## src/sv/bbc_pkg.sv

```systemverilog
`timescale 1ns / 1ps

package bbc_pkg;

    // Largest volume extent along any axis.
    localparam int MAX_DIM = 1024;
    localparam int POS_W   = $clog2(MAX_DIM);
    localparam int SIZE_W  = POS_W + 1;

    localparam int VOXEL_W = 16;
    localparam int MARGIN_W = 10;
    localparam int CFG_IDX_W = 3;
    localparam int CFG_DATA_W = 16;

    // Configuration register indexes.
    localparam logic [CFG_IDX_W-1:0] REG_SIZE_X    = 3'd0;
    localparam logic [CFG_IDX_W-1:0] REG_SIZE_Y    = 3'd1;
    localparam logic [CFG_IDX_W-1:0] REG_SIZE_Z    = 3'd2;
    localparam logic [CFG_IDX_W-1:0] REG_THRESHOLD = 3'd3;
    localparam logic [CFG_IDX_W-1:0] REG_MARGIN_X  = 3'd4;
    localparam logic [CFG_IDX_W-1:0] REG_MARGIN_Y  = 3'd5;
    localparam logic [CFG_IDX_W-1:0] REG_MARGIN_Z  = 3'd6;

    typedef logic [POS_W-1:0]    pos_t;
    typedef logic [SIZE_W-1:0]   size_t;
    typedef logic [MARGIN_W-1:0] margin_t;

    // Result of one axis: low corner, kept extent and doubled centre.
    typedef struct packed {
        pos_t  lo;
        size_t crop;
        size_t centre2;
    } axis_res_t;

    // Step controls from the top level to each axis.
    typedef struct packed {
        logic take;    // a voxel item is accepted
        logic adv;     // this axis counter moves on
        logic hit;     // accepted voxel is foreground
        logic first;   // first foreground voxel of the volume
        logic found;   // finished volume held foreground
    } axis_ctl_t;

    // Size zero counts as one, anything above the maximum as the maximum.
    function automatic size_t eff_size(input size_t s);
        size_t r;
        if (s == '0) begin
            r = size_t'(1);
        end else if (s > size_t'(MAX_DIM)) begin
            r = size_t'(MAX_DIM);
        end else begin
            r = s;
        end
        return r;
    endfunction

endpackage

```

## src/sv/bbc_axis.sv

```systemverilog
`timescale 1ns / 1ps

module bbc_axis (
    input  logic                aclk,
    input  logic                aresetn,
    input  bbc_pkg::axis_ctl_t  ctl,
    input  bbc_pkg::size_t      size_eff,
    input  bbc_pkg::margin_t    margin,
    output logic                wrap,
    output bbc_pkg::axis_res_t  res
);
    import bbc_pkg::*;

    pos_t  scan_reg, scan_next;
    pos_t  min_reg, min_next;
    pos_t  max_reg, max_next;
    size_t last;
    pos_t  pos;
    size_t pos_inc;

    logic signed [SIZE_W:0] lo_diff;
    size_t lo_clip;
    size_t hi_sum;
    size_t hi_clip;
    size_t lo_fin;
    size_t hi_fin;

    // A counter left beyond the last index by a size change reads as the last index.
    assign last    = size_eff - size_t'(1);
    assign pos     = ({1'b0, scan_reg} > last) ? last[POS_W-1:0] : scan_reg;
    assign pos_inc = {1'b0, pos} + size_t'(1);
    assign wrap    = (pos_inc >= size_eff);

    // Counter and running extrema update. An accepted voxel also stores the
    // clamped position, so a later size change starts from it.
    always_comb begin
        scan_next = scan_reg;
        min_next  = min_reg;
        max_next  = max_reg;
        if (ctl.take) begin
            scan_next = pos;
        end
        if (ctl.adv) begin
            scan_next = wrap ? '0 : pos_inc[POS_W-1:0];
        end
        if (ctl.hit) begin
            if (ctl.first) begin
                min_next = pos;
                max_next = pos;
            end else begin
                if (pos < min_reg) min_next = pos;
                if (pos > max_reg) max_next = pos;
            end
        end
    end

    always_ff @(posedge aclk) begin
        if (!aresetn) begin
            scan_reg <= '0;
            min_reg  <= '1;
            max_reg  <= '0;
        end else begin
            scan_reg <= scan_next;
            min_reg  <= min_next;
            max_reg  <= max_next;
        end
    end

    // Widen by the margin, clamp to the volume and keep low at or below high; with no foreground, the whole axis.
    always_comb begin
        lo_diff = $signed({2'b00, min_reg}) - $signed({2'b00, margin});
        lo_clip = lo_diff[SIZE_W] ? '0 : lo_diff[SIZE_W-1:0];
        hi_sum  = {1'b0, max_reg} + {1'b0, margin};
        hi_clip = (hi_sum > last) ? last : hi_sum;
        if (ctl.found) begin
            hi_fin = hi_clip;
            lo_fin = (lo_clip > hi_clip) ? hi_clip : lo_clip;
        end else begin
            hi_fin = last;
            lo_fin = '0;
        end
        res.lo      = lo_fin[POS_W-1:0];
        res.crop    = hi_fin - lo_fin + size_t'(1);
        res.centre2 = hi_fin + lo_fin;
    end

endmodule

```

## src/sv/foreground_bounding_box_crop_core.sv

```systemverilog
`timescale 1ns / 1ps

// Channel  Ports                         Direction  Moves
// s_       s_valid/s_ready/s_voxel_value in         one voxel item, raster order x fastest
// m_       m_valid/m_ready/m_*           out        one box item per finished volume
// cfg_     cfg_valid/cfg_ready/index/data in        one register write, always ready
//
// One voxel item is accepted every cycle unless a pending box stalls the input;
// the extrema compare and counter step sit between the input port and the state
// registers. The last voxel of a volume marks the box pending; once the output
// register is free, the margin and clamp logic fills it and m_valid rises.
// Input stalls only while a box is pending and the output register is still held.
// Synchronous active-low reset restores the default registers and an empty scan.

module foreground_bounding_box_crop_core (
    input  logic                              aclk,
    input  logic                              aresetn,
    input  logic                              s_valid,
    output logic                              s_ready,
    input  logic signed [bbc_pkg::VOXEL_W-1:0] s_voxel_value,
    output logic                              m_valid,
    input  logic                              m_ready,
    output logic                              m_found,
    output logic [9:0]                        m_low_x,
    output logic [9:0]                        m_low_y,
    output logic [9:0]                        m_low_z,
    output logic [10:0]                       m_crop_x,
    output logic [10:0]                       m_crop_y,
    output logic [10:0]                       m_crop_z,
    output logic [10:0]                       m_centre2_x,
    output logic [10:0]                       m_centre2_y,
    output logic [10:0]                       m_centre2_z,
    input  logic                              cfg_valid,
    output logic                              cfg_ready,
    input  logic [bbc_pkg::CFG_IDX_W-1:0]     cfg_index,
    input  logic [bbc_pkg::CFG_DATA_W-1:0]    cfg_data
);
    import bbc_pkg::*;

    size_t   size_x_reg, size_y_reg, size_z_reg;
    logic signed [VOXEL_W-1:0] threshold_reg;
    margin_t margin_x_reg, margin_y_reg, margin_z_reg;

    logic any_fg_reg, any_fg_next;
    logic fin_reg, fin_next;
    logic m_valid_reg, m_valid_next;
    axis_res_t res_x_reg, res_y_reg, res_z_reg;
    logic found_reg;

    logic accept, hit, first, out_free, load, last_voxel;
    logic wrap_x, wrap_y, wrap_z;
    axis_ctl_t ctl_x, ctl_y, ctl_z;
    axis_res_t res_x, res_y, res_z;

    // Configuration registers; writes beyond the list are dropped.
    assign cfg_ready = 1'b1;

    always_ff @(posedge aclk) begin
        if (!aresetn) begin
            size_x_reg    <= size_t'(MAX_DIM);
            size_y_reg    <= size_t'(MAX_DIM);
            size_z_reg    <= size_t'(1);
            threshold_reg <= '0;
            margin_x_reg  <= '0;
            margin_y_reg  <= '0;
            margin_z_reg  <= '0;
        end else if (cfg_valid && cfg_ready) begin
            unique case (cfg_index)
                REG_SIZE_X:    size_x_reg    <= cfg_data[SIZE_W-1:0];
                REG_SIZE_Y:    size_y_reg    <= cfg_data[SIZE_W-1:0];
                REG_SIZE_Z:    size_z_reg    <= cfg_data[SIZE_W-1:0];
                REG_THRESHOLD: threshold_reg <= $signed(cfg_data[VOXEL_W-1:0]);
                REG_MARGIN_X:  margin_x_reg  <= cfg_data[MARGIN_W-1:0];
                REG_MARGIN_Y:  margin_y_reg  <= cfg_data[MARGIN_W-1:0];
                REG_MARGIN_Z:  margin_z_reg  <= cfg_data[MARGIN_W-1:0];
                default: ;
            endcase
        end
    end

    // Handshake and step control. A pending box means the extrema belong to the
    // finished volume, so the next voxel starts a fresh one.
    assign out_free   = !m_valid_reg || m_ready;
    assign load       = fin_reg && out_free;
    assign s_ready    = !fin_reg || out_free;
    assign accept     = s_valid && s_ready;
    assign hit        = accept && (s_voxel_value > threshold_reg);
    assign first      = !any_fg_reg || fin_reg;
    assign last_voxel = accept && wrap_x && wrap_y && wrap_z;

    always_comb begin
        ctl_x = '{take: accept, adv: accept, hit: hit, first: first, found: any_fg_reg};
        ctl_y = '{take: accept, adv: accept && wrap_x, hit: hit, first: first,
                  found: any_fg_reg};
        ctl_z = '{take: accept, adv: accept && wrap_x && wrap_y, hit: hit, first: first,
                  found: any_fg_reg};
    end

    bbc_axis u_axis_x (
        .aclk(aclk), .aresetn(aresetn), .ctl(ctl_x),
        .size_eff(eff_size(size_x_reg)), .margin(margin_x_reg),
        .wrap(wrap_x), .res(res_x)
    );

    bbc_axis u_axis_y (
        .aclk(aclk), .aresetn(aresetn), .ctl(ctl_y),
        .size_eff(eff_size(size_y_reg)), .margin(margin_y_reg),
        .wrap(wrap_y), .res(res_y)
    );

    bbc_axis u_axis_z (
        .aclk(aclk), .aresetn(aresetn), .ctl(ctl_z),
        .size_eff(eff_size(size_z_reg)), .margin(margin_z_reg),
        .wrap(wrap_z), .res(res_z)
    );

    // Foreground flag, pending-box flag and output valid.
    always_comb begin
        any_fg_next = any_fg_reg;
        if (accept) begin
            any_fg_next = (any_fg_reg && !fin_reg) || hit;
        end else if (load) begin
            any_fg_next = 1'b0;
        end
        fin_next = last_voxel ? 1'b1 : (load ? 1'b0 : fin_reg);
        m_valid_next = load ? 1'b1 : (m_ready ? 1'b0 : m_valid_reg);
    end

    always_ff @(posedge aclk) begin
        if (!aresetn) begin
            any_fg_reg  <= 1'b0;
            fin_reg     <= 1'b0;
            m_valid_reg <= 1'b0;
        end else begin
            any_fg_reg  <= any_fg_next;
            fin_reg     <= fin_next;
            m_valid_reg <= m_valid_next;
        end
    end

    // Output register for the box.
    always_ff @(posedge aclk) begin
        if (load) begin
            found_reg <= any_fg_reg;
            res_x_reg <= res_x;
            res_y_reg <= res_y;
            res_z_reg <= res_z;
        end
    end

    assign m_valid     = m_valid_reg;
    assign m_found     = found_reg;
    assign m_low_x     = res_x_reg.lo;
    assign m_low_y     = res_y_reg.lo;
    assign m_low_z     = res_z_reg.lo;
    assign m_crop_x    = res_x_reg.crop;
    assign m_crop_y    = res_y_reg.crop;
    assign m_crop_z    = res_z_reg.crop;
    assign m_centre2_x = res_x_reg.centre2;
    assign m_centre2_y = res_y_reg.centre2;
    assign m_centre2_z = res_z_reg.centre2;

    // The last voxel of a volume always leaves a box pending.
    assert property (@(posedge aclk) disable iff (!aresetn)
        last_voxel |=> fin_reg)
        else $error("last voxel did not mark a box pending");

    // A pending box that cannot move out blocks further voxels.
    assert property (@(posedge aclk) disable iff (!aresetn)
        (fin_reg && m_valid_reg && !m_ready) |-> !s_ready)
        else $error("voxel accepted while a box was blocked");

    // A box leaves the pending flag and enters the output register together.
    assert property (@(posedge aclk) disable iff (!aresetn)
        (load && !last_voxel) |=> (m_valid_reg && !fin_reg))
        else $error("pending box not moved to output");

    // An empty volume reports the whole volume from the origin.
    assert property (@(posedge aclk) disable iff (!aresetn)
        (m_valid_reg && !found_reg) |-> (m_low_x == '0 && m_low_y == '0 && m_low_z == '0))
        else $error("empty volume reported a nonzero low corner");

    // A reported box never has zero extent.
    assert property (@(posedge aclk) disable iff (!aresetn)
        m_valid_reg |-> (m_crop_x != '0 && m_crop_y != '0 && m_crop_z != '0))
        else $error("box with zero extent");

endmodule

```

## config.mk

```make
export PLATFORM = sky130hd
export DESIGN_NAME = foreground_bounding_box_crop_core
export DESIGN_NICKNAME = d
export VERILOG_FILES = /design/src/sv/bbc_pkg.sv /design/src/sv/bbc_axis.sv /design/src/sv/foreground_bounding_box_crop_core.sv
export SDC_FILE = /design/constraint.sdc
export NUM_CORES = 1
export LEC_CHECK = 0
export ABC_AREA = 1
export BUFFER_PORTS_ARGS = -buffer_cell sky130_fd_sc_hd__buf_2
export CAP_MARGIN = 30
export CORE_MARGIN = 5
export CORE_UTILIZATION = 60
export DETAILED_ROUTE_END_ITERATION = 10
export PLACE_DENSITY_LB_ADDON = 0.05
export SLEW_MARGIN = 0
export SYNTH_ARGS = -nofsm -noshare
export SYNTH_HDL_FRONTEND = slang
export SYNTH_SLANG_ARGS = --single-unit
```

## constraint.sdc

```tcl
create_clock -name aclk -period 9.5 [get_ports aclk]
set_clock_uncertainty 0.1 [all_clocks]
set_input_delay 1.9 -clock aclk [delete_from_list [all_inputs] [get_ports aclk]]
set_output_delay 1.9 -clock aclk [all_outputs]
set_load 0.05 [all_outputs]
```

======== After elaboration in Yosys (flattened, before gate mapping) ========
Index checks and enable logic that the tools add are counted.
operators by class
  multiplexer cells ....................... 48
  equal/unequal tests ..................... 6
  order comparisons ....................... 22
  add/sub/neg operators ................... 21
  reduce and logical (&&, ||, !) cells .... 42
operator list
  operator                                                               count
  11-bit 2-to-1 mux                                                      21
  10-bit 2-to-1 mux                                                      22
  11-bit greater-than comparator                                         6
  10-bit by 1-bit adder with 11-bit output, second input constant        3
  10-bit by 10-bit adder with 11-bit output                              3
  11-bit by 1-bit adder with 11-bit output, second input constant        3
  11-bit adder                                                           3
  11-bit greater-or-equal comparator                                     3
  10-bit by 11-bit greater-than comparator with 1-bit output             3
  11-bit greater-than comparator, second input constant                  3
  11-bit zero test                                                       3
  10-bit by 10-bit subtractor with 11-bit output                         3
  11-bit by 1-bit subtractor with 11-bit output, second input constant   3
  11-bit subtractor                                                      3
  10-bit greater-than comparator                                         3
  10-bit < comparator                                                    3
  2-bit AND reduction                                                    13
  2-bit nonzero test                                                     11
  16-bit greater-than comparator                                         1
  3-bit equality test, second input constant                             3
  1-bit logical AND                                                      7
  3-bit by 2-bit equality test with 1-bit output, second input constant  2
  1-bit 2-to-1 mux                                                       5
  1-bit logical OR                                                       4
  3 further kinds                                                        5
word-level totals
  flip-flop bits (word level) ............. 269

======== Depth between registers and ports, before layout ========
Gate-level depths: netlist (run 1).
  depth after elaboration ................. 12
  depth in mapped cells ................... 51
  mapped depth without buffers ............ 50

======== Cells and area by module ========
From an unflattened synthesis (run 1), not the netlist that was laid out.
unflattened totals
  cell total of the unflattened synthesis .. 3247
  area total of the unflattened synthesis .. 24028.0 um^2
modules (own cells, without submodules)
  module                             cells each  instances  sequential area each (um^2)  area an instance (um^2)
  foreground_bounding_box_crop_core  599         1          4554.4                       6568.8
  bbc_axis (u_axis_x)                913         1          600.6                        5884.4
  bbc_axis (u_axis_y)                868         1          600.6                        5848.1
  bbc_axis (u_axis_z)                867         1          600.6                        5726.7

======== Worst setup path after synthesis (run 1) ========
Ideal clock, no wire load.
  path kind ............................... register -> register
  start ................................... register margin_x_reg[2]
  end ..................................... register res_x_reg (netlist bit m_crop_x[9]), data pin
  arrival time ............................ 6.530 ns
  path buffers ............................ 2
  path slack .............................. 2.613 ns
  cell stages (with the launch flop) ...... 46
  required time ........................... 9.143 ns
  cell sequence ........................... dfxtp_1 ha_1 a21oi_1 nand2_1 a21oi_1 o21bai_1 a21o_1 a21oi_1 o21ai_0 a21oi_1 xor2_1 inv_1 ha_1 nand2_1 nor3_1 nand3b_1 nand3_1 nand2_1 (+10 left out) o2111ai_1 nand2_1 nand2_1 clkbuf_1 o21ai_0 nor2_1 ha_1 ha_1 fa_1 nand3_1 nand2_1 a21oi_1 inv_1 a21oi_1 nor2_1 o21ai_0 nand2_1 xor2_1
RTL lines
  item                    RTL line                                  source
  start, declared         foreground_bounding_box_crop_core.sv:42   margin_t margin_x_reg, margin_y_reg, margin_z_reg;
  start signal, assigned  foreground_bounding_box_crop_core.sv:73   REG_MARGIN_X: margin_x_reg <= cfg_data[MARGIN_W-1:0];
  end signal, assigned    foreground_bounding_box_crop_core.sv:145  res_x_reg <= res_x;
  end, declared           foreground_bounding_box_crop_core.sv:47   axis_res_t res_x_reg, res_y_reg, res_z_reg;

==> impl_metrics.env, run 1 <==
export IMPL_critical_path_max_stage_delay_ps=620
export IMPL_port_buffers=138
export IMPL_multi_input_comb_area_sq_um=13600
export IMPL_cts_setup_buffers=0
export IMPL_final_common_cell="nand2_1"
export IMPL_peakVddDrop_uv=235
export IMPL_fillCellCount=3251
export IMPL_yosysSeqAreaShare=0.286
export IMPL_dp_hpwl_mm=47.8
export IMPL_clkTransAtPathRegs_ps=60
export IMPL_hold_viol_final=0
export IMPL_crit_slowest_cell="xnor2_1"
export IMPL_cp_start_kind="register"
export IMPL_cts_path_max_buffers=3
export IMPL_finalCritPeriodShare=0.872
export IMPL_layout_common_cells="519 x nand2_1, 518 x inv_1, 331 x ha_1, 255 x a21oi_1, 235 x nor2_1"
export IMPL_hp_class="reg2reg"
export IMPL_tightest_slew_ps=1030
export IMPL_min_delay_start="threshold_reg[12]$_SDFFE_PN0P_"
export IMPL_holdBufCountCts=0
export IMPL_ant_nets=0
export IMPL_fmax_mhz=121
export IMPL_fin_setup_tns_ps=0
export IMPL_grt_use_total=0.287
export IMPL_syn_avg_cell_area_sq_um=7.39
export IMPL_numCtsBuffers=31
export IMPL_drc_errors=0
export IMPL_drt_initial_drc_count=1561
export IMPL_vias=20100
export IMPL_rsz0062_at_grt="no"
export IMPL_register_area_sq_um=6360
export IMPL_cts_sinks=269
export IMPL_arrival_ps=8500
export IMPL_slew_violations=0
export IMPL_synthCells=3009
export IMPL_die_area_sq_um=41000
export IMPL_cp_end_kind="register"
export IMPL_grt_pass1_wl_mm=97.2
export IMPL_largest_reg_flops=16
export IMPL_grt_pass1_vias=18900
export IMPL_vias_per_cell=5.56
export IMPL_core_area_sq_um=36600
export IMPL_clock_latency_ps=580
export IMPL_yosys_warnings=0
export IMPL_rows=70
export IMPL_ios=140
export IMPL_dp_cells=3557
export IMPL_cp_required_ps=9720
export IMPL_grt_antenna_before_repair=0
export IMPL_areaGrowthSynthToFinish_pct=9.45
export IMPL_firstDrtPassIters=8
export IMPL_grt_overflow_total=0
export IMPL_initial_utilization=0.608
export IMPL_r2r_start="size_y_reg[0]$_SDFFE_PN0P_"
export IMPL_cts_tree="built"
export IMPL_gp_congestion=0.930
export IMPL_cts_resized=0
export IMPL_layout_drive_gt1_share=0.105
export IMPL_cts_root_buf="clkbuf_16"
export IMPL_diodes=0
export IMPL_yosys_area_top_type="ha_1"
export IMPL_leakagePower_nw=12.3
export IMPL_die_width_um=203
export IMPL_ys_seq_elements=269
export IMPL_syn_area_sq_um=22300
export IMPL_setup_violations=0
export IMPL_htreeDepth=1
export IMPL_die_y_um=203
export IMPL_crit_fanout=20
export IMPL_crit_type="reg2reg"
export IMPL_run_status="complete, no violations"
export IMPL_power_density_nw_per_um2=204
export IMPL_synth_top_area_share=0.186
export IMPL_layout_nets=3505
export IMPL_layout_cells_non_filler=3614
export IMPL_fin_crit_ps=8280
export IMPL_grt_max_degree=74
export IMPL_routedWlPerCell_um=16.6
export IMPL_cp_startpoint="size_y_reg[0]$_SDFFE_PN0P_"
export IMPL_yosys_top_cells_area="ha_1 19%, dfxtp_1 15%, edfxtp_1 13%"
export IMPL_max_slew_margin=0.313
export IMPL_drv_cap=0
export IMPL_ys_types=67
export IMPL_drt_total_wl_mm=60.2
Yosys cell counts, drive strengths merged:
master and n:
xor2 74, o22ai 1, nand3b 8, nor2 249, o21bai 25, o211ai 29, xnor2 20, a31oi 12
fa 12, edfxtp 97, nand4 26, a2111oi 4, and3 1, clkinv 3, a211oi 8, o21ai 251
nor4 4, o221ai 3, dfxtp 172, o221a 1, a311oi 1, o2111ai 4, a21o 8, ha 331
a221o 1, nand2 564, o31ai 13, nor3b 3, inv 536, buf 21, a21boi 3, nand3 158
and2 13, clkbuf 49, a21oi 264, nor3 20, conb 1, a31o 1, a221oi 1, o41ai 1
or2 11, o21a 5
where the power goes:
group          total [mW]  switching (mW)  leakage [nW]  internal (mW)
Clock                1.21           0.490         0.501          0.720
Sequential           1.41          0.0494          2.28           1.36
Combinational        2.34            1.51          9.54          0.836
critical path: cells and delay by family, from the launching register on:
family | cells | cell delay [ps]
xor gates and xnor gates | 2 | 690
DFF | 1 | 330
buffers and inverters | 5 | 610
AOI/OAI and AO/OA | 11 | 2350
adders and majority gates | 6 | 1770
and+or+nand+nor | 17 | 2180
cell type report:
class                      instances  area share
inverter                         539      0.0832
sequential                       269       0.261
tap                              468      0.0240
multi-input combinational       2132       0.557
timing repair buffer             149      0.0316
clock inverter                    16     0.00735
clock buffer                      41      0.0354
kinds of logic after synthesis:
family / count (synthesis) / share of synthesized area
adder cells (fa/ha/maj): 343 / 0.197
AND/OR/NAND/NOR: 1057 / 0.213
AO/OA/AOI/OAI: 636 / 0.162
other: 1 / 0.000169
buffers and inverters: 609 / 0.105
flip-flops: 269 / 0.286
XOR/XNOR: 94 / 0.0373
through the flow:
stage / setup WS (ps) / cell area (sq um) / hold WS [ps] / power, mW / util
2_1_floorplan: 2610 / 22300 / 327 / 3.18 / -
3_3_place_gp: 1740 / 23300 / 340 / 3.64 / 0.637
3_5_place_dp: 1380 / 23300 / 350 / 3.73 / 0.637
4_1_cts: 1370 / 24400 / 361 / 4.96 / 0.665
5_1_grt: 314 / 24400 / 386 / 5.38 / 0.665
6_report: 1220 / 24400 / 361 / 4.96 / 0.665
path summary, 6_finish.rpt:
check        slack, ps  depth (start not counted)                        endpoint
max               1220                         41           m_crop_y[9]$_DFFE_PP_
min                360                          2  threshold_reg[12]$_SDFFE_PN0P_
max reg2reg       1220                         41           m_crop_y[9]$_DFFE_PP_
min reg2reg        360                          2  threshold_reg[12]$_SDFFE_PN0P_
metal layers:
layer	track usage	up-vias	wire [um]
li1	-	10100	-
met1	0.410	9167	27600
met2	0.459	667	26100
met3	0.0423	110	4750
met4	0.0735	0	1690
met5	0	-	0
Power figures use the tool's default switching activity.
==> run 2: changes to the inputs <==
- CTS_BUF_LIST: default -> sky130_fd_sc_hd__clkbuf_4 sky130_fd_sc_hd__clkbuf_8 sky130_fd_sc_hd__clkbuf_16
==> run 2 against run 1 <==
Effect of this change:
- maximum frequency barely moved
- non-clock buffer count did not move
- combinational power barely moved
- hold slack barely moved
- critical path type unchanged
- critical endpoint unchanged
- largest power group unchanged
- highest routed layer unchanged
==> impl_metrics.env, run 2 (same netlist as run 1, synthesis figures left out) <==
export IMPL_drv_cap=0
export IMPL_r2r_slack_ps=1220
export IMPL_pwr_share_comb=0.471
export IMPL_power_density_nw_per_um2=204
export IMPL_cts_path_max_buffers=3
export IMPL_vias_per_cell=5.56
export IMPL_use_met2=0.459
export IMPL_slew_violations=0
export IMPL_fillCellCount=3251
export IMPL_p_int_mw=2.93
export IMPL_cts_setup_buffers=0
export IMPL_arrival_ps=8500
export IMPL_cts_sinks=269
export IMPL_cts_tree="built"
export IMPL_setup_violations=0
export IMPL_dp_hpwl_mm=47.8
export IMPL_layout_nets=3505
export IMPL_r2r_start="size_y_reg[0]$_SDFFE_PN0P_"
export IMPL_cp_end_kind="register"
export IMPL_critical_path_max_stage_delay_ps=620
export IMPL_grt_antenna_before_repair=0
export IMPL_port_buffers=138
export IMPL_grtUsageMet3=0.0423
export IMPL_layout_common_cells="519 x nand2_1, 518 x inv_1, 331 x ha_1, 255 x a21oi_1, 235 x nor2_1"
export IMPL_cts_resized=0
export IMPL_cts_root_buf="clkbuf_16"
export IMPL_min_to="threshold_reg[12]$_SDFFE_PN0P_"
export IMPL_run_status="complete, no violations"
export IMPL_ant_nets=0
export IMPL_cp_start_kind="register"
export IMPL_initial_utilization=0.608
export IMPL_fin_crit_ps=8280
export IMPL_max_slew_margin=0.298
export IMPL_grt_overflow_total=0
export IMPL_finalCritPeriodShare=0.872
export IMPL_die_area_sq_um=41000
export IMPL_p_clk_frac=0.246
export IMPL_tightest_slew_ps=1050
export IMPL_firstDrtPassIters=6
export IMPL_leakagePower_nw=12.3
export IMPL_layout_drive_gt1_share=0.107
export IMPL_grt_pass1_wl_mm=97.2
export IMPL_fmax_mhz=121
export IMPL_placed_cell_area_sq_um=23300
export IMPL_holdWs_ps=360
export IMPL_crit_fanout=20
export IMPL_core_area_sq_um=36600
export IMPL_die_y_um=203
export IMPL_rsz0062_at_grt="no"
export IMPL_multi_input_comb_area_sq_um=13600
export IMPL_cp_required_ps=9720
export IMPL_clock_latency_ps=580
export IMPL_vias=20100
export IMPL_grt_busiest_layer="met2"
export IMPL_fin_setup_tns_ps=0
export IMPL_hold_viol_final=0
export IMPL_crit_type="reg2reg"
export IMPL_peakVddDrop_uv=235
export IMPL_swShare=0.411
export IMPL_power_total_mw=4.98
export IMPL_register_area_sq_um=6360
export IMPL_routedWlPerCell_um=16.6
export IMPL_min_delay_start="threshold_reg[12]$_SDFFE_PN0P_"
export IMPL_rows=70
export IMPL_drt_total_wl_mm=60.2
export IMPL_grt_use_total=0.287
export IMPL_fin_area_sq_um=24400
export IMPL_layout_cells_non_filler=3614
export IMPL_grt_max_degree=74
export IMPL_power_share_sequential=0.283
export IMPL_hold_depth=2
export IMPL_final_core_util=0.666
export IMPL_pre_cts_ws_ps=1380
export IMPL_clkTransAtPathRegs_ps=60
export IMPL_ff2ff_path_depth=41
export IMPL_largest_reg_flops=16
export IMPL_reg2reg_to="m_crop_y[9]$_DFFE_PP_"
export IMPL_ios=140
export IMPL_grt_pass1_vias=18900
export IMPL_timing_final_ws_setup_ps=1220
export IMPL_holdBufCountCts=0
export IMPL_htreeDepth=1
export IMPL_numCtsBuffers=31
export IMPL_gp_congestion=0.930
export IMPL_hp_class="reg2reg"
export IMPL_diodes=0
export IMPL_areaGrowthSynthToFinish_pct=9.54
export IMPL_drc_errors=0
export IMPL_switchingPower_mw=2.05
export IMPL_grt_use_met1=0.410
export IMPL_dp_cells=3557
export IMPL_drt_initial_drc_count=1526
export IMPL_final_common_cell="nand2_1"
export IMPL_die_width_um=203
export IMPL_crit_slowest_cell="xnor2_1"
-- run 2: changes by cell type in the layout (fill, tap and decap cells not counted) --
cell      change
clkbuf_4      +5
clkbuf_1      -5
-- run 2: worst max path at each step --
stage                                      start                     to  slack (ps)  cells past startpoint
floorplan           margin_x_reg[2]$_SDFFE_PN0P_  m_crop_x[9]$_DFFE_PP_        2610                     45
detailed placement    size_y_reg[3]$_SDFFE_PN0P_  m_crop_y[9]$_DFFE_PP_        1380                     41
global placement    margin_y_reg[1]$_SDFFE_PN0P_  m_crop_y[9]$_DFFE_PP_        1740                     44
global route        margin_y_reg[3]$_SDFFE_PN0P_  m_crop_y[9]$_DFFE_PP_         310                     44
CTS                 margin_y_reg[1]$_SDFFE_PN0P_  m_crop_y[9]$_DFFE_PP_        1370                     44
finish                size_y_reg[0]$_SDFFE_PN0P_  m_crop_y[9]$_DFFE_PP_        1220                     41
-- run 2: worst max-delay path: cells and delay by family (launching register included) --
family                     cells  cell delay (ps)
xor gates and xnor gates       2              690
adders and majority gates      6             1770
DFF                            1              330
AOI/OAI and AO/OA             11             2380
buffers and inverters          5              600
and+or+nand+nor               17             2160
-- run 2: cell type report --
class,instances,share of cell area
Sequential cell,269,0.261
Timing Repair Buffer,149,0.0316
Multi-Input combinational cell,2132,0.557
Clock buffer,41,0.0362
Inverter,539,0.0831
Clock inverter,16,0.00734
Tap cell,468,0.0240
-- run 2: power by group through the flow --
stage | Sequential (mW) | Combinational (mW) | Clock [mW]
after floorplan | 1.41 | 1.77 | 0
after global placement | 1.43 | 2.21 | 0
after detailed placement | 1.43 | 2.30 | 0
after CTS | 1.41 | 2.32 | 1.25
after global routing | 1.41 | 2.69 | 1.29
final | 1.41 | 2.34 | 1.23
-- run 2: routing by layer --
layer / share of wire / routed length (um)
met4: 0.028 / 1660
met3: 0.075 / 4530
met5: 0 / 0
met1: 0.46 / 27800
met2: 0.44 / 26200
